$ cat src/hw/rtl/jpp_pkg.sv
// ----------------------------------------------------------------------------
// jpp_pkg: shared definitions for the JSON pretty printer
// Character codes, the control word layout, the sequencer/datapath
// interface structs and the microcode program itself.
// ----------------------------------------------------------------------------
package jpp_pkg;

	// Formatting limits.
	localparam int MAX_DEPTH    = 7;
	localparam int INDENT_WIDTH = 4;

	// Signed nesting depth and the width of a space count for one indent.
	localparam int DEPTH_W = 4;
	localparam int SPC_W   = $clog2(MAX_DEPTH * INDENT_WIDTH + 1);

	localparam logic signed [DEPTH_W-1:0] DEPTH_MAX = DEPTH_W'(MAX_DEPTH);
	localparam logic signed [DEPTH_W-1:0] DEPTH_MIN = -DEPTH_MAX;

	// Characters the formatter reacts to or produces.
	localparam logic [7:0] CH_LBRACE = 8'h7B;
	localparam logic [7:0] CH_RBRACE = 8'h7D;
	localparam logic [7:0] CH_LBRACK = 8'h5B;
	localparam logic [7:0] CH_RBRACK = 8'h5D;
	localparam logic [7:0] CH_COMMA  = 8'h2C;
	localparam logic [7:0] CH_COLON  = 8'h3A;
	localparam logic [7:0] CH_QUOTE  = 8'h22;
	localparam logic [7:0] CH_BSLASH = 8'h5C;
	localparam logic [7:0] CH_NL     = 8'h0A;
	localparam logic [7:0] CH_SPACE  = 8'h20;

	// Microcode store size and program counter width.
	localparam int UCODE_DEPTH = 24;
	localparam int PC_W        = $clog2(UCODE_DEPTH);

	// What a step puts out.
	typedef enum logic [2:0] {
		EM_NONE,
		EM_CH,
		EM_NL,
		EM_SP,
		EM_IND
	} emit_t;

	// What a step does to the nesting depth.
	typedef enum logic [1:0] {
		DP_KEEP,
		DP_UP,
		DP_DOWN
	} dep_t;

	// Jump condition of a step; C_NEXT never jumps, C_CLASS jumps by byte class.
	typedef enum logic [3:0] {
		C_NEXT,
		C_ALWAYS,
		C_NOPEND,
		C_CLOSER,
		C_CLASS,
		C_PLAIN_CLOSE,
		C_PREV_OPENER,
		C_MISMATCH,
		C_IN_STR,
		C_NOT_LAST,
		C_LAST
	} cond_t;

	// One control word.
	typedef struct packed {
		emit_t           emit;
		dep_t            dep;
		logic            clr_pend;
		logic            set_pend;
		logic            toggle;
		logic            finish;
		cond_t           cond;
		logic [PC_W-1:0] target;
	} uword_t;

	// Sequencer to datapath.
	typedef struct packed {
		logic            busy;
		logic            go;
		logic            accept;
		logic [PC_W-1:0] pc;
		uword_t          uw;
	} ctrl_t;

	// Datapath to sequencer.
	typedef struct packed {
		logic            pend;
		logic            closer;
		logic            in_str;
		logic            plain_close;
		logic            prev_opener;
		logic            mismatch;
		logic            last;
		logic [PC_W-1:0] class_pc;
		logic            done;
	} stat_t;

	// Microcode addresses.
	localparam logic [PC_W-1:0] P_PEND       = PC_W'(0);
	localparam logic [PC_W-1:0] P_PEND_UP    = PC_W'(1);
	localparam logic [PC_W-1:0] P_PEND_IND   = PC_W'(2);
	localparam logic [PC_W-1:0] P_MAIN       = PC_W'(3);
	localparam logic [PC_W-1:0] P_OPN        = PC_W'(4);
	localparam logic [PC_W-1:0] P_OPN_NL     = PC_W'(5);
	localparam logic [PC_W-1:0] P_CLS        = PC_W'(6);
	localparam logic [PC_W-1:0] P_CLS_CHK    = PC_W'(7);
	localparam logic [PC_W-1:0] P_CLS_NL     = PC_W'(8);
	localparam logic [PC_W-1:0] P_CLS_IND    = PC_W'(9);
	localparam logic [PC_W-1:0] P_CLS_MT     = PC_W'(10);
	localparam logic [PC_W-1:0] P_CLS_MT_IND = PC_W'(11);
	localparam logic [PC_W-1:0] P_CLS_CH     = PC_W'(12);
	localparam logic [PC_W-1:0] P_CMA        = PC_W'(13);
	localparam logic [PC_W-1:0] P_CMA_NL     = PC_W'(14);
	localparam logic [PC_W-1:0] P_CMA_IND    = PC_W'(15);
	localparam logic [PC_W-1:0] P_CLN        = PC_W'(16);
	localparam logic [PC_W-1:0] P_CLN_SP     = PC_W'(17);
	localparam logic [PC_W-1:0] P_TAIL       = PC_W'(18);
	localparam logic [PC_W-1:0] P_TAILP      = PC_W'(19);
	localparam logic [PC_W-1:0] P_TAIL_UP    = PC_W'(20);
	localparam logic [PC_W-1:0] P_TAIL_IND   = PC_W'(21);
	localparam logic [PC_W-1:0] P_OTH        = PC_W'(22);
	localparam logic [PC_W-1:0] P_FIN        = PC_W'(23);

	function automatic logic is_opener(logic [7:0] c);
		return (c == CH_LBRACE) || (c == CH_LBRACK);
	endfunction

	function automatic logic is_closer(logic [7:0] c);
		return (c == CH_RBRACE) || (c == CH_RBRACK);
	endfunction

	function automatic uword_t uw_make(emit_t e, dep_t d, logic clr, logic set,
			logic tog, logic fin, cond_t c, logic [PC_W-1:0] t);
		uword_t w;
		w.emit     = e;
		w.dep      = d;
		w.clr_pend = clr;
		w.set_pend = set;
		w.toggle   = tog;
		w.finish   = fin;
		w.cond     = c;
		w.target   = t;
		return w;
	endfunction

	// The program. Each item starts at P_PEND when an indent is pending,
	// otherwise at P_MAIN, and always leaves through P_FIN.
	function automatic uword_t ucode_rom(logic [PC_W-1:0] pc);
		uword_t w;
		case (pc)
			// Settle a pending indent unless this byte closes a bracket.
			P_PEND:       w = uw_make(EM_NONE, DP_KEEP, 1'b1, 1'b0, 1'b0, 1'b0,
			                          C_CLOSER, P_MAIN);
			P_PEND_UP:    w = uw_make(EM_NONE, DP_UP, 1'b0, 1'b0, 1'b0, 1'b0,
			                          C_NEXT, P_MAIN);
			P_PEND_IND:   w = uw_make(EM_IND, DP_KEEP, 1'b0, 1'b0, 1'b0, 1'b0,
			                          C_NEXT, P_MAIN);
			// Dispatch on the class of the byte.
			P_MAIN:       w = uw_make(EM_NONE, DP_KEEP, 1'b0, 1'b0, 1'b0, 1'b0,
			                          C_CLASS, P_OTH);
			// Opening bracket.
			P_OPN:        w = uw_make(EM_CH, DP_KEEP, 1'b0, 1'b0, 1'b0, 1'b0,
			                          C_IN_STR, P_TAIL);
			P_OPN_NL:     w = uw_make(EM_NL, DP_KEEP, 1'b0, 1'b1, 1'b0, 1'b0,
			                          C_ALWAYS, P_TAIL);
			// Closing bracket.
			P_CLS:        w = uw_make(EM_NONE, DP_KEEP, 1'b0, 1'b0, 1'b0, 1'b0,
			                          C_PLAIN_CLOSE, P_CLS_CH);
			P_CLS_CHK:    w = uw_make(EM_NONE, DP_KEEP, 1'b0, 1'b0, 1'b0, 1'b0,
			                          C_PREV_OPENER, P_CLS_MT);
			P_CLS_NL:     w = uw_make(EM_NL, DP_DOWN, 1'b0, 1'b0, 1'b0, 1'b0,
			                          C_NEXT, P_CLS_CH);
			P_CLS_IND:    w = uw_make(EM_IND, DP_KEEP, 1'b0, 1'b0, 1'b0, 1'b0,
			                          C_ALWAYS, P_CLS_CH);
			P_CLS_MT:     w = uw_make(EM_NONE, DP_KEEP, 1'b0, 1'b0, 1'b0, 1'b0,
			                          C_MISMATCH, P_CLS_CH);
			P_CLS_MT_IND: w = uw_make(EM_IND, DP_KEEP, 1'b0, 1'b0, 1'b0, 1'b0,
			                          C_NEXT, P_CLS_CH);
			P_CLS_CH:     w = uw_make(EM_CH, DP_KEEP, 1'b0, 1'b0, 1'b0, 1'b0,
			                          C_ALWAYS, P_TAIL);
			// Comma.
			P_CMA:        w = uw_make(EM_CH, DP_KEEP, 1'b0, 1'b0, 1'b0, 1'b0,
			                          C_IN_STR, P_TAIL);
			P_CMA_NL:     w = uw_make(EM_NL, DP_KEEP, 1'b0, 1'b0, 1'b0, 1'b0,
			                          C_NEXT, P_TAIL);
			P_CMA_IND:    w = uw_make(EM_IND, DP_KEEP, 1'b0, 1'b0, 1'b0, 1'b0,
			                          C_ALWAYS, P_TAIL);
			// Colon.
			P_CLN:        w = uw_make(EM_CH, DP_KEEP, 1'b0, 1'b0, 1'b0, 1'b0,
			                          C_IN_STR, P_TAIL);
			P_CLN_SP:     w = uw_make(EM_SP, DP_KEEP, 1'b0, 1'b0, 1'b0, 1'b0,
			                          C_NEXT, P_TAIL);
			// End of the item: settle an open indent at the end of the text.
			P_TAIL:       w = uw_make(EM_NONE, DP_KEEP, 1'b0, 1'b0, 1'b0, 1'b0,
			                          C_NOT_LAST, P_FIN);
			P_TAILP:      w = uw_make(EM_NONE, DP_KEEP, 1'b0, 1'b0, 1'b0, 1'b0,
			                          C_NOPEND, P_FIN);
			P_TAIL_UP:    w = uw_make(EM_NONE, DP_UP, 1'b0, 1'b0, 1'b0, 1'b0,
			                          C_NEXT, P_FIN);
			P_TAIL_IND:   w = uw_make(EM_IND, DP_KEEP, 1'b0, 1'b0, 1'b0, 1'b0,
			                          C_ALWAYS, P_FIN);
			// Any other byte, quotes included; falls into the finish step unless it ends the text.
			P_OTH:        w = uw_make(EM_CH, DP_KEEP, 1'b0, 1'b0, 1'b1, 1'b0,
			                          C_LAST, P_TAILP);
			P_FIN:        w = uw_make(EM_NONE, DP_KEEP, 1'b0, 1'b0, 1'b0, 1'b1,
			                          C_NEXT, P_FIN);
			default:      w = uw_make(EM_NONE, DP_KEEP, 1'b0, 1'b0, 1'b0, 1'b1,
			                          C_NEXT, P_FIN);
		endcase
		return w;
	endfunction

endpackage

$ cat src/hw/rtl/jpp_seq.sv
// ----------------------------------------------------------------------------
// jpp_seq: microcode sequencer
// Holds the step counter, reads the control word for the current step and
// chooses the next step from the jump condition and the datapath status.
// ----------------------------------------------------------------------------
module jpp_seq (
	input  logic            clk,
	input  logic            arst_n,
	input  logic            in_valid,
	output logic            in_ready,
	input  jpp_pkg::stat_t  stat,
	output jpp_pkg::ctrl_t  ctrl
);

	logic                       busy_q;
	logic [jpp_pkg::PC_W-1:0]   pc_q;
	logic [jpp_pkg::PC_W-1:0]   pc_next;
	logic                       taken;
	logic                       accept;
	logic                       go;
	jpp_pkg::uword_t            uw;

	// Control word of the current step.
	assign uw     = jpp_pkg::ucode_rom(pc_q);
	assign accept = in_valid && !busy_q;
	assign go     = busy_q && stat.done;
	assign in_ready = !busy_q;

	// Evaluate the jump condition.
	always_comb begin
		case (uw.cond)
			jpp_pkg::C_NEXT:        taken = 1'b0;
			jpp_pkg::C_ALWAYS:      taken = 1'b1;
			jpp_pkg::C_NOPEND:      taken = !stat.pend;
			jpp_pkg::C_CLOSER:      taken = stat.closer;
			jpp_pkg::C_CLASS:       taken = 1'b1;
			jpp_pkg::C_PLAIN_CLOSE: taken = stat.plain_close;
			jpp_pkg::C_PREV_OPENER: taken = stat.prev_opener;
			jpp_pkg::C_MISMATCH:    taken = stat.mismatch;
			jpp_pkg::C_IN_STR:      taken = stat.in_str;
			jpp_pkg::C_NOT_LAST:    taken = !stat.last;
			jpp_pkg::C_LAST:        taken = stat.last;
			default:                taken = 1'b0;
		endcase
		if (!taken) begin
			pc_next = jpp_pkg::PC_W'(pc_q + 1'b1);
		end else if (uw.cond == jpp_pkg::C_CLASS) begin
			pc_next = stat.class_pc;
		end else begin
			pc_next = uw.target;
		end
	end

	// Step counter and busy flag.
	always_ff @(posedge clk or negedge arst_n) begin
		if (!arst_n) begin
			busy_q <= 1'b0;
			pc_q   <= jpp_pkg::P_MAIN;
		end else if (accept) begin
			busy_q <= 1'b1;
			pc_q   <= stat.pend ? jpp_pkg::P_PEND : jpp_pkg::P_MAIN;
		end else if (go) begin
			if (uw.finish) begin
				busy_q <= 1'b0;
			end else begin
				pc_q <= pc_next;
			end
		end
	end

	assign ctrl.busy   = busy_q;
	assign ctrl.go     = go;
	assign ctrl.accept = accept;
	assign ctrl.pc     = pc_q;
	assign ctrl.uw     = uw;

endmodule

$ cat src/hw/rtl/jpp_dp.sv
// ----------------------------------------------------------------------------
// jpp_dp: formatter datapath
// Holds the text state, the current byte, the indent space counter, a
// one-character staging register and the output register.
// ----------------------------------------------------------------------------
module jpp_dp (
	input  logic            clk,
	input  logic            arst_n,
	input  jpp_pkg::ctrl_t  ctrl,
	input  logic [7:0]      in_byte,
	input  logic            end_of_text,
	output jpp_pkg::stat_t  stat,
	output logic            out_valid,
	input  logic            out_ready,
	output logic [7:0]      out_byte,
	output logic            run_end
);

	logic [7:0]                         ch_q;
	logic                               last_q;
	logic                               in_str_q;
	logic [7:0]                         prev_q;
	logic                               seen_q;
	logic signed [jpp_pkg::DEPTH_W-1:0] depth_q;
	logic                               pend_q;
	logic                               sp_busy_q;
	logic [jpp_pkg::SPC_W-1:0]          sp_cnt_q;
	logic                               st_valid_q;
	logic [7:0]                         st_byte_q;
	logic                               m_valid_q;
	logic [7:0]                         m_byte_q;
	logic                               m_last_q;

	logic                               out_free;
	logic                               can_emit;
	logic                               emit_v;
	logic                               emit_fire;
	logic                               done;
	logic [7:0]                         ebyte;
	logic [jpp_pkg::DEPTH_W-2:0]        depth_mag;
	logic [jpp_pkg::SPC_W-1:0]          spc_total;
	logic                               push;
	logic                               fin_go;
	logic                               escaped;
	logic [jpp_pkg::PC_W-1:0]           class_pc;

	// Spaces for the current depth; zero or negative depth gives none.
	assign depth_mag = (depth_q > 0) ? depth_q[jpp_pkg::DEPTH_W-2:0] : '0;
	assign spc_total = jpp_pkg::SPC_W'(depth_mag) * jpp_pkg::SPC_W'(jpp_pkg::INDENT_WIDTH);

	// A character may be produced when the staging slot is empty or can move on.
	assign out_free = !m_valid_q || out_ready;
	assign can_emit = !st_valid_q || out_free;

	// Per-step emission and completion.
	always_comb begin
		emit_v = 1'b0;
		done   = 1'b1;
		ebyte  = ch_q;
		case (ctrl.uw.emit)
			jpp_pkg::EM_NONE: begin
				done = ctrl.uw.finish ? out_free : 1'b1;
			end
			jpp_pkg::EM_CH: begin
				emit_v = 1'b1;
				done   = can_emit;
			end
			jpp_pkg::EM_NL: begin
				emit_v = 1'b1;
				done   = can_emit;
				ebyte  = jpp_pkg::CH_NL;
			end
			jpp_pkg::EM_SP: begin
				emit_v = 1'b1;
				done   = can_emit;
				ebyte  = jpp_pkg::CH_SPACE;
			end
			jpp_pkg::EM_IND: begin
				ebyte = jpp_pkg::CH_SPACE;
				if (sp_busy_q) begin
					emit_v = 1'b1;
					done   = can_emit && (sp_cnt_q == jpp_pkg::SPC_W'(1));
				end else if (spc_total == '0) begin
					done = 1'b1;
				end else begin
					emit_v = 1'b1;
					done   = can_emit && (spc_total == jpp_pkg::SPC_W'(1));
				end
			end
			default: begin
				done = 1'b1;
			end
		endcase
	end

	assign emit_fire = ctrl.busy && emit_v && can_emit;
	assign fin_go    = ctrl.go && ctrl.uw.finish;
	assign push      = (emit_fire && st_valid_q) || fin_go;
	assign escaped   = seen_q && (prev_q == jpp_pkg::CH_BSLASH);

	// Branch target for the byte class.
	always_comb begin
		if (jpp_pkg::is_opener(ch_q)) begin
			class_pc = jpp_pkg::P_OPN;
		end else if (jpp_pkg::is_closer(ch_q)) begin
			class_pc = jpp_pkg::P_CLS;
		end else if (ch_q == jpp_pkg::CH_COMMA) begin
			class_pc = jpp_pkg::P_CMA;
		end else if (ch_q == jpp_pkg::CH_COLON) begin
			class_pc = jpp_pkg::P_CLN;
		end else begin
			class_pc = jpp_pkg::P_OTH;
		end
	end

	// Text state, indent counter and handshake flags.
	always_ff @(posedge clk or negedge arst_n) begin
		if (!arst_n) begin
			in_str_q   <= 1'b0;
			prev_q     <= '0;
			seen_q     <= 1'b0;
			depth_q    <= '0;
			pend_q     <= 1'b0;
			sp_busy_q  <= 1'b0;
			sp_cnt_q   <= '0;
			st_valid_q <= 1'b0;
			m_valid_q  <= 1'b0;
		end else begin
			// Space counter of an indent step.
			if (emit_fire && (ctrl.uw.emit == jpp_pkg::EM_IND)) begin
				if (!sp_busy_q) begin
					if (spc_total != jpp_pkg::SPC_W'(1)) begin
						sp_busy_q <= 1'b1;
						sp_cnt_q  <= spc_total - 1'b1;
					end
				end else if (sp_cnt_q == jpp_pkg::SPC_W'(1)) begin
					sp_busy_q <= 1'b0;
				end else begin
					sp_cnt_q <= sp_cnt_q - 1'b1;
				end
			end

			// Staging slot and output register.
			if (fin_go) begin
				st_valid_q <= 1'b0;
			end else if (emit_fire) begin
				st_valid_q <= 1'b1;
			end
			if (push) begin
				m_valid_q <= 1'b1;
			end else if (out_ready) begin
				m_valid_q <= 1'b0;
			end

			// Actions of a completed step.
			if (ctrl.go) begin
				if (ctrl.uw.clr_pend) begin
					pend_q <= 1'b0;
				end
				if (ctrl.uw.set_pend) begin
					pend_q <= 1'b1;
				end
				case (ctrl.uw.dep)
					jpp_pkg::DP_UP: begin
						if (depth_q < jpp_pkg::DEPTH_MAX) begin
							depth_q <= depth_q + jpp_pkg::DEPTH_W'(1);
						end
					end
					jpp_pkg::DP_DOWN: begin
						if (depth_q > jpp_pkg::DEPTH_MIN) begin
							depth_q <= depth_q - jpp_pkg::DEPTH_W'(1);
						end
					end
					default: begin
					end
				endcase
				if (ctrl.uw.toggle && (ch_q == jpp_pkg::CH_QUOTE) && !escaped) begin
					in_str_q <= !in_str_q;
				end
				// The end of the text returns the text state and depth to the reset state.
				if (ctrl.uw.finish) begin
					if (last_q) begin
						in_str_q <= 1'b0;
						prev_q   <= '0;
						seen_q   <= 1'b0;
						depth_q  <= '0;
						pend_q   <= 1'b0;
					end else begin
						prev_q <= ch_q;
						seen_q <= 1'b1;
					end
				end
			end
		end
	end

	// Payload registers.
	always_ff @(posedge clk) begin
		if (ctrl.accept) begin
			ch_q   <= in_byte;
			last_q <= end_of_text;
		end
		if (emit_fire) begin
			st_byte_q <= ebyte;
		end
		if (push) begin
			m_byte_q <= st_byte_q;
			m_last_q <= fin_go;
		end
	end

	assign stat.pend        = pend_q;
	assign stat.closer      = jpp_pkg::is_closer(ch_q);
	assign stat.in_str      = in_str_q;
	assign stat.plain_close = in_str_q || !seen_q;
	assign stat.prev_opener = jpp_pkg::is_opener(prev_q);
	assign stat.mismatch    = !(((prev_q == jpp_pkg::CH_LBRACK) && (ch_q == jpp_pkg::CH_RBRACK))
	                         || ((prev_q == jpp_pkg::CH_LBRACE) && (ch_q == jpp_pkg::CH_RBRACE)));
	assign stat.last        = last_q;
	assign stat.class_pc    = class_pc;
	assign stat.done        = done;

	assign out_valid = m_valid_q;
	assign out_byte  = m_byte_q;
	assign run_end   = m_last_q;

endmodule

$ cat src/hw/rtl/json_pretty_printer.sv
// ----------------------------------------------------------------------------
// json_pretty_printer: streaming JSON reformatter
// Takes JSON text one byte per transaction and emits the indented text one
// character per transaction.
//
// Usage:
//   Input channel s_axis: tdata carries one character, tlast marks the last
//   character of a text; all formatting state returns to its reset value
//   after that character. Output channel m_axis: tdata carries one output
//   character, tlast marks the last character caused by one input character.
//   One input byte gives 1 to 58 output characters.
//   Timing: the microcode sequencer handles one input byte at a time. An
//   ordinary character passes through the accept, dispatch, emit and
//   finish steps. Each further output character and each control step of
//   the program (bracket checks, depth changes, end-of-text checks, an
//   indent of zero spaces) adds to the work on that byte. The last
//   character of an input byte is held in a staging register until the
//   sequencer knows it ends the run, and only then moves to m_axis.
//   Reset clears the nesting depth, string state and pending indent; the
//   block is ready from the first clock edge after reset is released. A
//   stall on m_axis holds the output register and, through it, the sequencer.
// ----------------------------------------------------------------------------
module json_pretty_printer (
	input  logic       clk,
	input  logic       arst_n,
	input  logic       s_axis_tvalid,
	output logic       s_axis_tready,
	input  logic [7:0] s_axis_tdata,   // [7:0] in_byte
	input  logic       s_axis_tlast,
	output logic       m_axis_tvalid,
	input  logic       m_axis_tready,
	output logic [7:0] m_axis_tdata,   // [7:0] out_byte
	output logic       m_axis_tlast
);

	jpp_pkg::ctrl_t ctrl;
	jpp_pkg::stat_t stat;

	// Step counter and microcode store.
	jpp_seq u_seq (
		.clk      (clk),
		.arst_n   (arst_n),
		.in_valid (s_axis_tvalid),
		.in_ready (s_axis_tready),
		.stat     (stat),
		.ctrl     (ctrl)
	);

	// Text state and character output.
	jpp_dp u_dp (
		.clk         (clk),
		.arst_n      (arst_n),
		.ctrl        (ctrl),
		.in_byte     (s_axis_tdata),
		.end_of_text (s_axis_tlast),
		.stat        (stat),
		.out_valid   (m_axis_tvalid),
		.out_ready   (m_axis_tready),
		.out_byte    (m_axis_tdata),
		.run_end     (m_axis_tlast)
	);

`ifndef SYNTHESIS
	// An accepted byte keeps the block busy for at least the next cycle.
	a_busy_after_accept: assert property (@(posedge clk) disable iff (!arst_n)
		(s_axis_tvalid && s_axis_tready) |=> !s_axis_tready)
		else $error("input accepted while a byte is still in work");

	// The step counter stays inside the program while busy.
	a_pc_range: assert property (@(posedge clk) disable iff (!arst_n)
		ctrl.busy |-> (ctrl.pc <= jpp_pkg::P_FIN))
		else $error("step counter left the microcode program");

	// The finish step returns the block to ready and puts out the last character of the run.
	a_ready_after_finish: assert property (@(posedge clk) disable iff (!arst_n)
		(ctrl.go && ctrl.uw.finish) |=> (s_axis_tready && m_axis_tvalid && m_axis_tlast))
		else $error("finish step did not release the input or close the run");
`endif

endmodule
$ cat config.mk
export PLATFORM = sky130hd
export DESIGN_NAME = json_pretty_printer
export DESIGN_NICKNAME = d
export VERILOG_FILES = /design/src/hw/rtl/jpp_pkg.sv /design/src/hw/rtl/jpp_seq.sv /design/src/hw/rtl/jpp_dp.sv /design/src/hw/rtl/json_pretty_printer.sv
export SDC_FILE = /design/constraint.sdc
export NUM_CORES = 1
export LEC_CHECK = 0
export BUFFER_PORTS_ARGS = -buffer_cell sky130_fd_sc_hd__buf_2
export CELL_PAD_IN_SITES_DETAIL_PLACEMENT = 0
export CELL_PAD_IN_SITES_GLOBAL_PLACEMENT = 1
export CORE_ASPECT_RATIO = 1.25
export CORE_MARGIN = 3
export CORE_UTILIZATION = 33
export CTS_CLUSTER_DIAMETER = 40
export DETAILED_ROUTE_END_ITERATION = 6
export PLACE_DENSITY = 0.62
export SYNTH_ARGS = -nofsm -noshare
export SYNTH_HDL_FRONTEND = slang
export SYNTH_HIERARCHICAL = 1
export SYNTH_SLANG_ARGS = --single-unit
$ cat constraint.sdc
create_clock -name clk -period 7.9 [get_ports clk]
set_input_delay 1.58 -clock clk [delete_from_list [all_inputs] [get_ports clk]]
set_output_delay 1.58 -clock clk [all_outputs]
set_load 0.03 [all_outputs]
==> insert_results.sql, run 1 <==
INSERT INTO impl_metrics (metric_group, metric, value, unit) VALUES
('min_path', 'worst_hold_path_class', 'flip-flop to flip-flop', ''),
('timing', 'max_slew.worst_pin.slew', '0.9937', 'ns'),
('clock_network', 'cts_post_setup_buffers_inserted', '0', ''),
('logic_synthesis', 'syn-num-nets', '419', ''),
('timing', 'slew_viol_final', '0', ''),
('layout', 'area.growth.synth_to_final', '7.176', '%'),
('min_path', 'worst_hold_path.num_cells', '0', ''),
('worst_setup_path', 'setup.worst_path.start_class', 'flip-flop', ''),
('route', 'drc', '0', ''),
('logic_synthesis', 'synth_edf_count', '26', ''),
('logic_synthesis', 'synthCells', '389', ''),
('route', 'antenna_violating_nets_post_route', '0', ''),
('layout', 'layout.nets', '424', ''),
('clock_network', 'ctsRootBufferMaster', 'sky130_fd_sc_hd__clkbuf_16', ''),
('floorplanning', 'boundaryPins', '24', ''),
('clock_network', 'cts_tree', 'done', ''),
('global_route', 'grt_first_pass_wirelength', '14.64', 'mm'),
('logic_synthesis', 'synth.area.top_cells', 'sky130_fd_sc_hd__edfxtp_1 (20%), sky130_fd_sc_hd__dfrtp_1 (18%), sky130_fd_sc_hd__ha_1 (5.6%), sky130_fd_sc_hd__o21ai_0 (3.3%), sky130_fd_sc_hd__nand2b_1 (2.8%)', ''),
('clock_network', 'ctsResizeCount', '0', ''),
('floorplanning', 'fp.dieArea', '0.01291', 'sq mm'),
('timing', 'fmaxAchievable', '0.2415', 'GHz'),
('clock_network', 'cts_max_level', '2', ''),
('layout', 'num_antenna_cells', '0', ''),
('worst_setup_path', 'worst-r2r-cell-count', '11', ''),
('global_route', 'grt.total_usage', '0.1428', ''),
('place', 'io_buffers', '23', ''),
('floorplanning', 'initial_utilization', '0.3412', ''),
('floorplanning', 'die_h', '126.3', 'microns'),
('power', 'total_power', '1891', 'uW'),
('route', 'count_of_tritonroute_iterations_in_the_first_routing_pass', '4', ''),
('timing', 'setup_viol_count_final', '0', ''),
('power', 'max-vdd-ir-drop', '0.1610', 'mV'),
('global_route', 'first_global_vias', '2886', ''),
('clock_network', 'clockBufferDepth', '2', ''),
('timing', 'min_tclk_post_route', '4.141', 'ns'),
('route', 'routed_wl', '8.825', 'mm'),
('layout', 'post_route_cells_drive_above_1_share', '0.1722', ''),
('floorplanning', 'floorplan.rows', '43', ''),
('worst_setup_path', 'cp_data_arrival_time', '4.10', 'ns'),
('global_route', 'grt_overflow_total', '0', ''),
('worst_setup_path', 'end_kind', 'flip-flop', ''),
('clock_network', 'worst_skew_pair.late_latency', '0.29', 'ns'),
('flow_run', 'cap_violations', '0', ''),
('logic_synthesis', 'dominantRegCellSynth', 'sky130_fd_sc_hd__dfrtp_1', ''),
('power', 'leakagePower', '0.001601', 'uW'),
('worst_setup_path', 'worst-setup-path-type', 'flip-flop to flip-flop', ''),
('logic_synthesis', 'post_synthesis_instance_area', '0.003819', 'sq mm'),
('global_route', 'antenna_found_initial', '0', ''),
('clock_network', 'hold_buffers', '0', ''),
('timing', 'period_share', '0.5241', ''),
('logic_synthesis', 'ys_ff_latch', '55', ''),
('outcome', 'status', 'complete, no violations', ''),
('route', 'route.vias.total', '2856', ''),
('place', 'routabilityCongestion', '0.9012', ''),
('route', 'via_per_inst', '5.389', ''),
('logic_synthesis', 'yosysWarningCount', '6', ''),
('logic_synthesis', 'synth_area_per_cell', '9.817', 'sq um'),
('place', 'detailed_place_hpwl', '6.587', 'mm'),
('timing', 'rsz0062_at_grt', 'no', ''),
('route', 'initialDrtViolationCount', '232', ''),
('logic_synthesis', 'synth.yosys.seq_area_share', '0.3952', ''),
('timing', 'timing.slew.headroom', '0.3375', ''),
('floorplanning', 'core_area', '0.01119', 'sq mm'),
('clock_network', 'clkSinkCount', '55', ''),
('worst_setup_path', 'crit_fanout', '26', ''),
('worst_setup_path', 'critPathRequiredTime', '7.85', 'ns'),
('layout', 'n_fill_cell', '1150', ''),
('logic_synthesis', 'area_share_of_the_largest_cell_type_after_synthesis', '0.2045', ''),
('logic_synthesis', 'ffs_w_async_s_r_synth', '0.5273', ''),
('floorplanning', 'die_w', '102.2', 'microns'),
('timing', 'clock_skew', '0.005866', 'ns'),
('power', 'p_per_area', '461.9', 'mW/mm^2'),
('clock_network', 'tritoncts.num_buffers', '5', ''),
('timing', 'fin_setup_tns', '0', 'ns'),
('global_route', 'pin_count_of_the_biggest_net_entering_global_routing', '32', ''),
('logic_synthesis', 'synthDistinctLibCells', '84', ''),
('route', 'wire_per_inst', '16.65', 'microns'),
('timing', 'finalHoldViolCount', '0', ''),
('clock_network', 'cts.reportedPaths.clkPinSlew', '0.08', 'ns'),
('logic_synthesis', 'cell_taking_the_most_area_after_synthesis', 'sky130_fd_sc_hd__edfxtp_1', '');
[logic make-up after synthesis]
family	synth area share
and+or+nand+nor	0.2163
AOI/OAI and AO/OA	0.2051
DFF	0.3952
buffers and inverters	0.07208
adders and majority gates	0.05570
muxes	0.04423
xor gates and xnor gates	0.01147
[path summary, 6_finish.rpt]
kind                                          to  slack (ns)              start
worst min register to register  u_dp/out_byte[5]        0.42  u_dp/st_byte_q[5]
min in group asynchronous       u_dp/sp_cnt_q[3]        1.33             arst_n
worst max register to register  u_dp/out_byte[3]        3.76      u_seq/pc_q[2]
worst max-delay path            u_dp/out_byte[3]        3.76      u_seq/pc_q[2]
max in group asynchronous          u_seq/pc_q[4]        6.12             arst_n
worst min-delay path            u_dp/out_byte[5]        0.42  u_dp/st_byte_q[5]
[sequential cells by signal, summed over array words and instances, names as in the netlist, 4 cells and up]
signal	count
u_dp/sp_cnt_q	5
u_dp/ch_q	8
u_dp/st_byte_q	8
u_dp/out_byte	8
u_dp/depth_q	4
u_seq/pc_q	5
u_dp/prev_q	8
[worst max-delay path: stages (launching register included)]
cell and delay [ns]:
sky130_fd_sc_hd__dfrtp_1 0.88, sky130_fd_sc_hd__inv_1 0.30, sky130_fd_sc_hd__nand2_1 0.20, sky130_fd_sc_hd__a2bb2oi_1 0.18, sky130_fd_sc_hd__o22ai_1 0.21, sky130_fd_sc_hd__nor2_2 0.37
sky130_fd_sc_hd__o31ai_1 0.12, sky130_fd_sc_hd__a21oi_1 0.11, sky130_fd_sc_hd__and2_1 0.39, sky130_fd_sc_hd__nand2_1 0.45, sky130_fd_sc_hd__inv_1 0.23, sky130_fd_sc_hd__a21o_1 0.35
[where the power goes]
| part | total [uW] | internal [uW] | switching [uW] |
|---|---|---|---|
| clock network | 230 | 121 | 109 |
| logic | 1060 | 423 | 636 |
| registers | 602 | 460 | 142 |
| total | 1890 | 1000 | 887 |
[cells in the final DEF (no fill, tap or decap), drive strengths merged, types with 3 or more instances in the layout]
| cell type | synthesis | routed |
|---|---|---|
| a211oi | 3 | 3 |
| a21o | 7 | 7 |
| a21oi | 19 | 19 |
| a22o | 3 | 3 |
| a31o | 4 | 4 |
| and2 | 9 | 9 |
| buf | 19 | 25 |
| clkbuf | 8 | 5 |
| dfrtp | 27 | 27 |
| edfxtp | 26 | 26 |
| ha | 17 | 17 |
| inv | 26 | 28 |
| mux2 | 6 | 6 |
| mux2i | 9 | 9 |
| nand2 | 27 | 27 |
| nand2b | 18 | 18 |
| nand3 | 16 | 16 |
| nand3b | 6 | 6 |
| nand4b | 3 | 3 |
| nor2 | 17 | 17 |
| nor2b | 10 | 10 |
| nor3 | 7 | 7 |
| nor4 | 4 | 4 |
| nor4b | 4 | 4 |
| o211ai | 4 | 4 |
| o21a | 3 | 3 |
| o21ai | 25 | 25 |
| o22ai | 6 | 6 |
| o31ai | 4 | 4 |
| xnor2 | 4 | 4 |
[metal layers]
metal  up-vias  GRT usage  share of wire
met2        48     0.2380           0.49
met5         -          0              0
met3        14    0.02050          0.028
met4         0    0.04788          0.025
met1      1369     0.1881           0.45
li1       1425          -              -
[cell type report]
type                       instances  area, sq um  area share
multi-input combinational        281         2034      0.4971
clock inverter                     3        27.53    0.006726
inverter                          26        97.59     0.02385
clock buffer                       5        125.1     0.03057
tap                              135        168.9     0.04127
timing repair buffer              25        130.1     0.03179
sequential                        55         1509      0.3687
[synthesized netlist by cell type (all sizes together) (7+ instances only)]
master  number
a21o         7
a21oi       19
and2         9
buf         19
clkbuf       8
dfrtp       27
edfxtp      26
ha          17
inv         26
mux2i        9
nand2       27
nand2b      18
nand3       16
nor2        17
nor2b       10
nor3         7
o21ai       25
[through the flow]
step / worst slack [ns] / hold slack, ns / cell area [sq um] / cells / util
2_1_floorplan: 4.247 / 0.4003 / 3819 / 389 / -
3_3_place_gp: 3.971 / 0.4044 / 3940 / 522 / 0.3521
3_5_place_dp: 3.824 / 0.4061 / 3940 / 522 / 0.3521
4_1_cts: 3.794 / 0.4231 / 4093 / 530 / 0.3657
5_1_grt: 3.325 / 0.4377 / 4093 / 530 / 0.3657
6_report: 3.759 / 0.4199 / 4093 / 530 / 0.3657
Note: power is estimated with default switching activity, not from simulation.
==> inputs of run 2 (changes only) <==
--- a/config.mk
+++ b/config.mk
@@ -5,6 +5,7 @@
 export SDC_FILE = /design/constraint.sdc
 export NUM_CORES = 1
 export LEC_CHECK = 0
+export ABC_AREA = 1
 export BUFFER_PORTS_ARGS = -buffer_cell sky130_fd_sc_hd__buf_2
 export CELL_PAD_IN_SITES_DETAIL_PLACEMENT = 0
 export CELL_PAD_IN_SITES_GLOBAL_PLACEMENT = 1
@@ -13,7 +14,7 @@
 export CORE_UTILIZATION = 33
 export CTS_CLUSTER_DIAMETER = 40
 export DETAILED_ROUTE_END_ITERATION = 6
-export PLACE_DENSITY = 0.62
+export PLACE_DENSITY = 0.64
 export SYNTH_ARGS = -nofsm -noshare
 export SYNTH_HDL_FRONTEND = slang
 export SYNTH_HIERARCHICAL = 1
==> constraint.sdc (replaced) <==
create_clock -name clk -period 3.9 [get_ports clk]
set_input_delay 0.78 -clock clk [delete_from_list [all_inputs] [get_ports clk]]
set_output_delay 0.78 -clock clk [all_outputs]
set_load 0.03 [all_outputs]
==> run 2 against run 1 <==
Net effect:
- setup slack got worse by 3.2 ns
- register-to-register slack got worse by 3.2 ns
- synthesized cell count rose by 23%
- flip-flop and latch count did not move
- total power rose by 110%
- area after synthesis fell by 1.3%
- routed wire length fell by 3.8%
- clock power rose by 98%
- sequential power rose by 94%
- die area fell by 1.3%
- final cell count rose by 19%
- critical path type unchanged
- critical endpoint is now u_dp/seen_q
==> insert_results.sql, run 2 <==
INSERT INTO impl_metrics (metric_group, metric, value, unit) VALUES
('clock_network', 'clkSinkCount', '55', ''),
('timing', 'fin_setup_tns', '0', 'ns'),
('power', 'p_per_area', '980.0', 'mW/mm^2'),
('clock_network', 'clockBufferDepth', '2', ''),
('timing', 'timing.slew.headroom', '0.5386', ''),
('layout', 'final_cells', '629', ''),
('clock_network', 'ctsResizeCount', '0', ''),
('clock_network', 'cts_post_setup_buffers_inserted', '0', ''),
('clock_network', 'worst_skew_pair.late_latency', '0.29', 'ns'),
('clock_network', 'cts.reportedPaths.clkPinSlew', '0.07', 'ns'),
('clock_network', 'cts_max_level', '2', ''),
('worst_setup_path', 'critPathRequiredTime', '4.05', 'ns'),
('logic_synthesis', 'post_synthesis_instance_area', '0.003767', 'sq mm'),
('power', 'power.clock.fraction', '0.114', ''),
('timing', 'min_tclk_post_route', '3.370', 'ns'),
('floorplanning', 'boundaryPins', '24', ''),
('route', 'drc', '0', ''),
('layout', 'multi_input_comb_area', '0.001822', 'sq mm'),
('worst_setup_path', 'end_kind', 'flip-flop', ''),
('clock_network', 'ctsRootBufferMaster', 'sky130_fd_sc_hd__clkbuf_16', ''),
('logic_synthesis', 'synth_area_per_cell', '7.882', 'sq um'),
('place', 'placed_cells_incl_taps', '621', ''),
('timing', 'clock_skew', '0.005132', 'ns'),
('power', 'cell_internal_pwr', '1941', 'uW'),
('layout', 'post_route_cells_drive_above_1_share', '0.1518', ''),
('timing', 'final.hold.worst_slack', '0.4217', 'ns'),
('layout', 'layout_commonest_cell', 'sky130_fd_sc_hd__nand2_1', ''),
('place', 'preCtsSetupSlack', '0.5976', 'ns'),
('worst_setup_path', 'crit_fanout', '9', ''),
('place', 'io_buffers', '23', ''),
('route', 'route.vias.total', '3035', ''),
('global_route', 'grt_first_pass_wirelength', '14.90', 'mm'),
('worst_setup_path', 'worst-setup-path-type', 'flip-flop to flip-flop', ''),
('layout', 'layout.nets', '523', ''),
('power', 'sequentialPowerShare', '0.292', ''),
('clock_network', 'cts_tree', 'done', ''),
('power', 'p_switching', '2046', 'uW'),
('layout', 'most_frequent_cells_in_the_layout', 'sky130_fd_sc_hd__nand2_1 (117), sky130_fd_sc_hd__inv_1 (65), sky130_fd_sc_hd__nand3_1 (48)', ''),
('flow_run', 'cap_violations', '0', ''),
('min_path', 'worst_hold_path.num_cells', '0', ''),
('worst_setup_path', 'r2r_start', 'u_seq/pc_q[0]', ''),
('global_route', 'pin_count_of_the_biggest_net_entering_global_routing', '30', ''),
('global_route', 'grt_overflow_total', '0', ''),
('logic_synthesis', 'yosysWarningCount', '6', ''),
('route', 'wire_per_inst', '13.50', 'microns'),
('timing', 'finalHoldViolCount', '0', ''),
('power', 'max-vdd-ir-drop', '0.4222', 'mV'),
('route', 'antenna_violating_nets_post_route', '0', ''),
('global_route', 'grt.total_usage', '0.1437', ''),
('route', 'initialDrtViolationCount', '134', ''),
('global_route', 'first_global_vias', '3095', ''),
('timing', 'slew_viol_final', '0', ''),
('worst_setup_path', 'crit_path_start', 'u_seq/pc_q[0]', ''),
('floorplanning', 'floorplan.rows', '43', ''),
('power', 'leakagePower', '0.001887', 'uW'),
('outcome', 'status', 'complete, no violations', ''),
('route', 'via_per_inst', '4.825', ''),
('floorplanning', 'die_w', '101.6', 'microns'),
('worst_setup_path', 'r2r_end', 'u_dp/seen_q', ''),
('route', 'routed_wl', '8.491', 'mm'),
('floorplanning', 'initial_utilization', '0.3383', ''),
('worst_setup_path', 'worst-r2r-cell-count', '15', ''),
('floorplanning', 'core_area', '0.01114', 'sq mm'),
('worst_setup_path', 'setup.worst_path.start_class', 'flip-flop', ''),
('clock_network', 'hold_buffers', '0', ''),
('timing', 'setup_viol_count_final', '0', ''),
('floorplanning', 'fp.dieArea', '0.01274', 'sq mm'),
('timing', 'fmaxAchievable', '0.2967', 'GHz'),
('place', 'detailed_place_hpwl', '6.649', 'mm'),
('min_path', 'worst_hold_path_class', 'flip-flop to flip-flop', ''),
('power', 'p_sw_frac', '0.5131', ''),
('layout', 'layout.area.seq', '0.001509', 'sq mm'),
('logic_synthesis', 'syn-num-nets', '508', ''),
('timing', 'max_slew.worst_pin.slew', '0.6921', 'ns'),
('worst_setup_path', 'worst_setup_path_endpoint', 'u_dp/seen_q', ''),
('route', 'count_of_tritonroute_iterations_in_the_first_routing_pass', '5', ''),
('place', 'routabilityCongestion', '0.8167', ''),
('timing', 'period_share', '0.8642', ''),
('timing', 'finalWorstSetupSlack', '0.5295', 'ns'),
('clock_network', 'tritoncts.num_buffers', '5', ''),
('worst_setup_path', 'cp_data_arrival_time', '3.53', 'ns'),
('power', 'comb_power_share', '0.593', ''),
('layout', 'n_fill_cell', '1148', ''),
('timing', 'rsz0062_at_grt', 'no', ''),
('layout', 'area.growth.synth_to_final', '8.004', '%'),
('global_route', 'antenna_found_initial', '0', ''),
('logic_synthesis', 'synthCells', '478', ''),
('floorplanning', 'die_h', '125.5', 'microns'),
('layout', 'num_antenna_cells', '0', ''),
('worst_setup_path', 'regToRegSetupSlack', '0.53', 'ns');
[run 2: routing by layer]
metal	vias to the layer above	part of all wire	global-route usage
li1	1568	-	-
met1	1419	0.47	0.1962
met2	40	0.49	0.2369
met3	8	0.026	0.01953
met4	0	0.014	0.03912
met5	-	0	0
[run 2: through the flow]
| stage | power [uW] | cell area (sq um) | util |
|---|---|---|---|
| floorplan | 3110 | 3767 | - |
| global placement | 3552 | 3916 | 0.3516 |
| detailed placement | 3559 | 3916 | 0.3516 |
| CTS | 4035 | 4069 | 0.3654 |
| global route | 4398 | 4069 | 0.3654 |
| finish | 3987 | 4069 | 0.3654 |
[run 2: worst min-delay path by stage]
stage / end / slack (ns) / start
after detailed placement: u_dp/out_byte[2] / 0.41 / u_dp/st_byte_q[2]
final: u_dp/out_byte[2] / 0.42 / u_dp/st_byte_q[2]
after global placement: u_dp/out_byte[0] / 0.41 / u_dp/st_byte_q[0]
after global routing: u_dp/out_byte[0] / 0.43 / u_dp/st_byte_q[0]
after CTS: u_dp/out_byte[2] / 0.42 / u_dp/st_byte_q[2]
after floorplan: u_dp/out_byte[0] / 0.40 / u_dp/st_byte_q[0]
[run 2: worst max-delay path, cell delays in order (launching register included)]
cell                      delay [ns]
sky130_fd_sc_hd__dfstp_2        0.62
sky130_fd_sc_hd__inv_1          0.11
sky130_fd_sc_hd__ha_1           0.28
sky130_fd_sc_hd__nand2_1        0.17
sky130_fd_sc_hd__nor2_1         0.09
sky130_fd_sc_hd__a21oi_1        0.16
sky130_fd_sc_hd__o21ai_0        0.21
sky130_fd_sc_hd__o21ai_0        0.40
sky130_fd_sc_hd__nor2_1         0.10
sky130_fd_sc_hd__a31oi_1        0.18
sky130_fd_sc_hd__nand2_1        0.07
sky130_fd_sc_hd__nand2_1        0.08
sky130_fd_sc_hd__inv_1          0.11
sky130_fd_sc_hd__nand2_2        0.16
sky130_fd_sc_hd__or2_1          0.35
sky130_fd_sc_hd__o21ai_0        0.14
[run 2: final cells by class]
class,instances,area share
Inverter,75,0.07226
Sequential cell,55,0.3708
Timing Repair Buffer,24,0.03014
Clock buffer,5,0.03075
Tap cell,135,0.04151
Multi-Input combinational cell,332,0.4477
Clock inverter,3,0.006765
[run 2: power by group through the flow]
stage | clock network (uW) | logic [uW] | registers, uW
after floorplan | 0 | 1920 | 1190
after global placement | 0 | 2380 | 1170
after detailed placement | 0 | 2380 | 1180
after CTS | 477 | 2390 | 1170
after global routing | 503 | 2690 | 1200
final | 456 | 2370 | 1170
==> inputs of run 3 (changes only) <==
--- a/config.mk
+++ b/config.mk
@@ -6,7 +6,7 @@
 export NUM_CORES = 1
 export LEC_CHECK = 0
 export ABC_AREA = 1
-export BUFFER_PORTS_ARGS = -buffer_cell sky130_fd_sc_hd__buf_2
+export BUFFER_PORTS_ARGS = -buffer_cell sky130_fd_sc_hd__buf_4
 export CELL_PAD_IN_SITES_DETAIL_PLACEMENT = 0
 export CELL_PAD_IN_SITES_GLOBAL_PLACEMENT = 1
 export CORE_ASPECT_RATIO = 1.25
==> run 3 against run 2 <==
Net effect:
- final cell count stayed put
- routed wire length is 0.66% higher
- maximum frequency is 4.7% higher
- critical path depth is 2 lower
- final area is 1.4% higher
- clock-buffer cell count stayed put
- global-route usage is 0.53 points lower
- via count is 0.89% higher
- first-iteration DRC count is 2.2% lower
- clock skew hardly changed
- sequential power hardly changed
- highest routed layer unchanged
==> insert_results.sql, run 3 (synthesized netlist as in run 2, its figures left out) <==
INSERT INTO impl_metrics (metric_group, metric, value, unit) VALUES
('global_route', 'grt_first_pass_wirelength', '14.37', 'mm'),
('clock_network', 'ctsRootBufferMaster', 'sky130_fd_sc_hd__clkbuf_16', ''),
('worst_setup_path', 'critPathRequiredTime', '3.85', 'ns'),
('worst_setup_path', 'setup.worst_path.start_class', 'flip-flop', ''),
('flow_run', 'cap_violations', '0', ''),
('layout', 'most_frequent_cells_in_the_layout', 'sky130_fd_sc_hd__nand2_1 (117), sky130_fd_sc_hd__inv_1 (65), sky130_fd_sc_hd__nand3_1 (48)', ''),
('layout', 'area.growth.synth_to_final', '9.532', '%'),
('layout', 'num_antenna_cells', '0', ''),
('worst_setup_path', 'end_kind', 'flip-flop', ''),
('worst_setup_path', 'critical_path.top_delay_family', 'simple AND/OR/NAND/NOR gates', ''),
('floorplanning', 'boundaryPins', '24', ''),
('outcome', 'status', 'complete, no violations', ''),
('route', 'via_per_inst', '4.868', ''),
('timing', 'setup_viol_count_final', '0', ''),
('global_route', 'pin_count_of_the_biggest_net_entering_global_routing', '30', ''),
('clock_network', 'clockBufferDepth', '2', ''),
('floorplanning', 'floorplan.rows', '43', ''),
('route', 'wire_per_inst', '13.59', 'microns'),
('timing', 'fmaxAchievable', '0.3108', 'GHz'),
('timing', 'finalHoldViolCount', '0', ''),
('layout', 'n_fill_cell', '1172', ''),
('clock_network', 'cts_max_level', '2', ''),
('route', 'route.vias.total', '3062', ''),
('worst_setup_path', 'cp.depth', '13', ''),
('timing', 'clock_skew', '0.005064', 'ns'),
('route', 'count_of_tritonroute_iterations_in_the_first_routing_pass', '5', ''),
('global_route', 'grt.total_usage', '0.1384', ''),
('timing', 'period_share', '0.8250', ''),
('layout', 'post_route_cells_drive_above_1_share', '0.1518', ''),
('place', 'routabilityCongestion', '0.8260', ''),
('floorplanning', 'initial_utilization', '0.3383', ''),
('timing', 'slew_viol_final', '0', ''),
('route', 'routed_wl', '8.547', 'mm'),
('worst_setup_path', 'critical-path-top-cell-by-count', 'sky130_fd_sc_hd__nand2_1', ''),
('floorplanning', 'die_w', '101.6', 'microns'),
('worst_setup_path', 'path_cells', 'inv_1, ha_1, nand2_1, nor2_1, a21oi_1, o21ai_0, o21ai_0, a31oi_1, nand2_1, nand2_1, inv_1, nand2_2, nand2_1', ''),
('floorplanning', 'fp.dieArea', '0.01274', 'sq mm'),
('timing', 'rsz0062_at_grt', 'no', ''),
('worst_setup_path', 'worst-r2r-cell-count', '13', ''),
('power', 'leakagePower', '0.001906', 'uW'),
('worst_setup_path', 'worst-setup-path-type', 'flip-flop to flip-flop', ''),
('power', 'max-vdd-ir-drop', '0.4710', 'mV'),
('layout', 'layout.nets', '523', ''),
('floorplanning', 'core_area', '0.01114', 'sq mm'),
('clock_network', 'cts_tree', 'done', ''),
('min_path', 'worst_hold_path_class', 'input pin to async pin', ''),
('global_route', 'grt_overflow_total', '0', ''),
('worst_setup_path', 'crit_fanout', '9', ''),
('clock_network', 'cts_post_setup_buffers_inserted', '0', ''),
('route', 'initialDrtViolationCount', '131', ''),
('place', 'io_buffers', '23', ''),
('global_route', 'antenna_found_initial', '0', ''),
('clock_network', 'ctsResizeCount', '0', ''),
('route', 'antenna_violating_nets_post_route', '0', ''),
('clock_network', 'clkSinkCount', '55', ''),
('clock_network', 'cts.reportedPaths.clkPinSlew', '0.07', 'ns'),
('timing', 'timing.slew.headroom', '0.5514', ''),
('floorplanning', 'die_h', '125.5', 'microns'),
('timing', 'fin_setup_tns', '0', 'ns'),
('clock_network', 'tritoncts.num_buffers', '5', ''),
('place', 'detailed_place_hpwl', '6.708', 'mm'),
('worst_setup_path', 'worst_path_largest_cell_delay', '0.61', 'ns'),
('clock_network', 'hold_buffers', '0', ''),
('worst_setup_path', 'cpMaxStageDelayCell', 'sky130_fd_sc_hd__dfstp_2', ''),
('layout', 'finalCoreUtilization', '0.3705', ''),
('power', 'p_per_area', '975.5', 'mW/mm^2'),
('clock_network', 'worst_skew_pair.late_latency', '0.29', 'ns'),
('timing', 'min_tclk_post_route', '3.218', 'ns'),
('route', 'drc', '0', ''),
('global_route', 'first_global_vias', '3068', ''),
('layout', 'layout_commonest_cell', 'sky130_fd_sc_hd__nand2_1', ''),
('timing', 'max_slew.worst_pin.slew', '0.6729', 'ns'),
('worst_setup_path', 'cp_data_arrival_time', '3.17', 'ns'),
('worst_setup_path', 'crit_buf_inv', '2', '');
[run 3: changes by cell type in the layout (fill, tap and decap cells not counted)]
cell and delta:
sky130_fd_sc_hd__buf_2 -23, sky130_fd_sc_hd__buf_4 +23
[run 3: worst paths after layout]
check,to,start,slack [ns]
worst max-delay path,u_dp/out_byte[7],u_seq/pc_q[0],0.68
worst min-delay path,u_dp/sp_cnt_q[2],arst_n,0.41
worst max register to register,u_dp/out_byte[7],u_seq/pc_q[0],0.68
worst min register to register,u_dp/out_byte[0],u_dp/st_byte_q[0],0.42
max in group asynchronous,u_seq/pc_q[0],arst_n,3.16
min in group clk,u_dp/out_byte[0],u_dp/st_byte_q[0],0.42
[run 3: per-layer routing]
layer	global-route usage	vias up	wire length (microns)
li1	-	1565	-
met1	0.1791	1441	3962
met2	0.2373	44	4216
met3	0.02511	12	214
met4	0.03208	0	153
met5	0	-	0
[run 3: cell type report]
class,count,area (sq um),share of cell area
flip-flops and latches,55,1509,0.3657
clock inverters,3,27.53,0.006671
clock buffers,5,125.1,0.03032
multi-input cells,332,1822,0.4415
well taps,135,168.9,0.04093
repair buffers,24,180.2,0.04366
inverters,75,294.0,0.07126
[run 3: power breakdown]
group | leakage (uW) | internal (uW) | switching [uW]
Clock | 0.0000719 | 244 | 217
Sequential | 0.000603 | 948 | 218
Combinational | 0.00123 | 783 | 1610
[run 3: stage by stage]
stage,std cells,total power (uW),hold slack (ns),cell area [sq um],setup WS [ns]
6_report,629,4025,0.4090,4126,0.6823
5_1_grt,629,4420,0.4275,4126,0.3851
4_1_cts,629,4072,0.4240,4126,0.6728
3_5_place_dp,621,3593,0.4062,3974,0.6817
3_3_place_gp,621,3588,0.4072,3974,0.8051
2_1_floorplan,478,3110,0.4003,3767,1.045
